--- config.mk ---
export PLATFORM = sky130hd
export DESIGN_NAME = pcc_turn
export DESIGN_NICKNAME = d
export VERILOG_FILES = /design/src/rtl/core/pcc_turn.sv
export SDC_FILE = /design/constraint.sdc
export NUM_CORES = 2
export LEC_CHECK = 0
export BUFFER_PORTS_ARGS = -buffer_cell sky130_fd_sc_hd__buf_2
export CAP_MARGIN = 20
export CORE_MARGIN = 1
export CORE_UTILIZATION = 65
export CTS_BUF_LIST = sky130_fd_sc_hd__clkbuf_8
export CTS_CLUSTER_DIAMETER = 80
export DETAILED_ROUTE_END_ITERATION = 16
export PLACE_DENSITY = 0.83
export REMOVE_ABC_BUFFERS = 1
export SYNTH_ARGS = -nofsm -noshare
export SYNTH_HDL_FRONTEND = slang
export SYNTH_SLANG_ARGS = --single-unit
--- constraint.sdc ---
create_clock -name clk -period 7.06 [get_ports clk]
set_input_delay 0.353 -clock clk [delete_from_list [all_inputs] [get_ports clk]]
set_output_delay 0.353 -clock clk [all_outputs]
set_load 0.05 [all_outputs]
--- src/rtl/core/pcc_turn.sv ---
`default_nettype none

// One turn test: registers both partial products of ax x by - ay x bx,
// then flags a negative cross product from the registered pair.
module pcc_turn #(
    parameter int EW = 17
) (
    input  wire logic                 clk,
    input  wire logic                 en,
    input  wire logic signed [EW-1:0] ax,
    input  wire logic signed [EW-1:0] ay,
    input  wire logic signed [EW-1:0] bx,
    input  wire logic signed [EW-1:0] by,
    output logic                      neg
);

    logic signed [2*EW-1:0] lhs_reg;
    logic signed [2*EW-1:0] rhs_reg;

    always_ff @(posedge clk)
    begin
        if (en)
        begin
            lhs_reg <= ax * by;
            rhs_reg <= ay * bx;
        end
    end

    assign neg = (lhs_reg < rhs_reg);

endmodule

`default_nettype wire

==> summary by stage <==
Synthesis
In the synthesized netlist, the cells that appear most often are inv_1 (657), fa_1 (592), nand2_1 (288), and2_1 (283), ha_1 (203). The count of warnings emitted by yosys is 0. In the post-synthesis netlist, the biggest area contributors are fa_1 (48%), ha_1 (10%), inv_1 (10%). The count of state elements after synthesis is 68. The part of the Yosys area used for sequential elements is 0.0831. The synthesized instance count is ~2.6k. The fraction of registers with async set/reset is 0. In this run the cell area of the synthesized design comes to around 25,000 um2. In this run, distinct cell masters in the synthesized netlist total slightly below 70. Dividing the synthesized area by the synthesized cell count gives around 9.6 um2. Counting flops with a built-in enable in the synthesized netlist gives around 70. The most frequently used flop master after synthesis is edfxtp_1. The portion of synthesized cell area occupied by the leading cell type is 0.482. The library cell with the largest summed area after synthesis is fa_1. Among all cell types in the netlist, the one instantiated most often is inv_1.

Placed design
The number of port buffers is 70. The HPWL after detailed placement is ~43,000 um. The area of placed instances is about 25,000 um2. After detailed placement, the design holds a cell count of 3,052. The congestion estimate from routability-driven global placement came to 0.898.

Routing
The total number of vias is around 17k. After detailed routing, the total wire length is 51,200 um. For this block, the initial DRC count from the detailed router was 1,031.

In the final routed layout, each cell accounts on average for between 15 and 20 um. After detailed routing, the number of remaining DRC violations is 0. The number of optimization iterations in the first detailed-route pass is 5. The remaining antenna violation count after routing is 0.

In the routed layout, each cell is associated on average with a via count of around 5.6.

Run status
The run finished with clean final reports.

Setup path
STA classifies the critical path endpoint as a flip-flop. The kind of launch point of the worst setup path is an input port. On the critical path, the stage with the largest delay is an instance of o41ai_2.

The worst setup path category is input port to flip-flop. The arrival time at the worst endpoint is about 6.4 ns. The highest cell delay on the worst timing path is approximately 0.63 ns. Among the stages of the critical path, the cell type that occurs most often is fa_1.

The worst-path maximum fanout is 17. Traced cell by cell, the critical path runs through buf_2, nand2_1, fa_1, fa_1, inv_1, fa_1, inv_1, fa_1, inv_1, fa_1, inv_1, fa_1, inv_1, ha_1, nand4_1, o22ai_1, a311oi_2, o41ai_2, a221oi_2, nor3_1, o41ai_2, xnor2_1. For the worst setup path, the data required time is between 7 and 8 ns.

STA
The worst pin sits at a relative slew slack of 0.430. The number of pins exceeding their max-slew limit in the final report came to 0. On the final layout, the worst hold slack is approximately 0.56 ns. The clock period minus worst slack is between 6 and 7 ns. The slew at the pin closest to its max-slew limit is 0.854 ns.

Setup violations remaining at the end of the flow were counted as 0. Setup repair after global routing left no endpoint under its margin. In the finished design, the share of the clock period the worst path needs comes to 0.899.

The setup TNS is 0 ns. The peak clock frequency supported by timing is 0.157 GHz. The number of failing hold endpoints at the final stage is 0.

Clock tree
CTS built an H-tree with a depth of 3. In this run, CTS created clock tree buffers numbering 9. Buffers added to address setup during post-CTS repair amount to 0. The maximum clock insertion buffer count is 2.

In this run, post-CTS hold repair placed 0 buffers. The post-CTS clock slew at the launch and capture registers of the worst setup and hold paths is approximately 0.070 ns. TritonCTS built the clock tree. The tree is rooted in a clkbuf_8.

The number of instances resized during post-cts repair is 0. The TritonCTS sink count is just under 70.

Floorplan
The standard-cell row count is 70. For this configuration, the core starts out at a cell density of 0.666. The die boundary width is about 200 um. The area inside the core boundary is roughly 37,000 um2. The area of the die is roughly 39,000 um2. In this run the count of I/O pins placed on the die edge is between 70 and 80.

The vertical die dimension is about 200 um.

Global route
The number of global-route vias before repair is 19.4k. After global routing the overflow that remains totals 0. The total routing resource utilization after global routing is 0.290. For met1 alone, demand over resource in global routing was 0.348. The maximum number of pins on one net before global-route repair is 69. For met2 alone, demand over resource in global routing was 0.526. The number of antenna violations at the first check in global routing is 0. The routing usage on met3 is 0.0397. The first-pass GRT wire length is between 80,000 and 90,000 um.

The global routing's busiest layer is met2.

Min path
The type of the tightest min-delay check is input port to flip-flop. Along the worst hold path, the cell count comes to 2.

Layout
The count of inserted antenna diode cells is 0. The number of nets in the layout is between 3k and 4k. The non-filler instance count after layout is between 3k and 4k. In the final layout, the share of cells above drive strength 1 is 0.0406. The area growth from synthesis to layout is 3.52%. The number of fillers in the final layout is between 2k and 3k. The cell area after layout is between 20,000 and 30,000 um2.

Flow run
The count of maximum capacitance violations is 0.
[placed cells by master, fill, tap and decap left out, types with 4 or more instances in the layout]
cell type / n
and3_1: 6
buf_2: 70
nor2b_1: 10
a21o_1: 25
fa_1: 592
nand2b_1: 15
xor2_1: 14
o21a_1: 11
inv_1: 658
nor3_1: 10
o21ai_1: 5
or3_1: 4
edfxtp_1: 68
nand3_1: 10
nor2_1: 62
a31oi_1: 6
and2_1: 283
nand4_1: 8
xnor2_1: 54
nand2_1: 288
ha_1: 203
a211oi_1: 4
o21bai_1: 4
a21oi_1: 53
o21ai_0: 27
clkbuf_8: 9
[per-layer routing]
metal,part of all wire,vias to the layer above
met1,0.36,8762
met5,0,-
li1,-,7549
met4,0.043,0
met2,0.53,683
met3,0.065,183
[worst paths after layout]
path                   start     endpoint  slack [ns]
worst max-delay path  ay[10]  rhs_reg[33]        0.71
worst min-delay path   ay[0]   rhs_reg[0]        0.56
[stage by stage]
stage,util,worst slack [ns]
2_1_floorplan,-,1.08
3_5_place_dp,0.685,0.388
4_1_cts,0.690,0.750
5_1_grt,0.690,0.375
6_report,0.690,0.710
3_3_place_gp,0.685,0.570
[kinds of logic (layout without fill, tap and decap cells)]
logic type,after synthesis,count (layout),share of synthesized area
adder cells (fa/ha/maj),795,795,0.586
multiplexers,1,1,0.000458
AO/OA/AOI/OAI,174,174,0.0479
AND/OR/NAND/NOR,713,713,0.146
buffers and inverters,734,743,0.113
XOR/XNOR,68,68,0.0242
flip-flops,68,68,0.0831
[worst max-delay path: cells and delay by family]
family	cells	cell delay (ns)
compound gates	5	1.32
fa+ha+maj	7	3.45
simple gates	3	0.60
buf+inv	6	0.57
xor+xnor	1	0.13
[area by class of cell]
class                      instances  area [um2]  area share
tap                              504         631      0.0248
inverter                         657        2470      0.0970
timing repair buffer              72         365      0.0144
sequential                        68        2040      0.0803
clock buffer                       9         124     0.00487
clock inverter                     5        46.3     0.00182
multi-input combinational       1751       19800       0.777
Power is left out: the tool's default activity adds up to more than one toggle a clock period on the data nets, which glitch-free logic cannot reach.
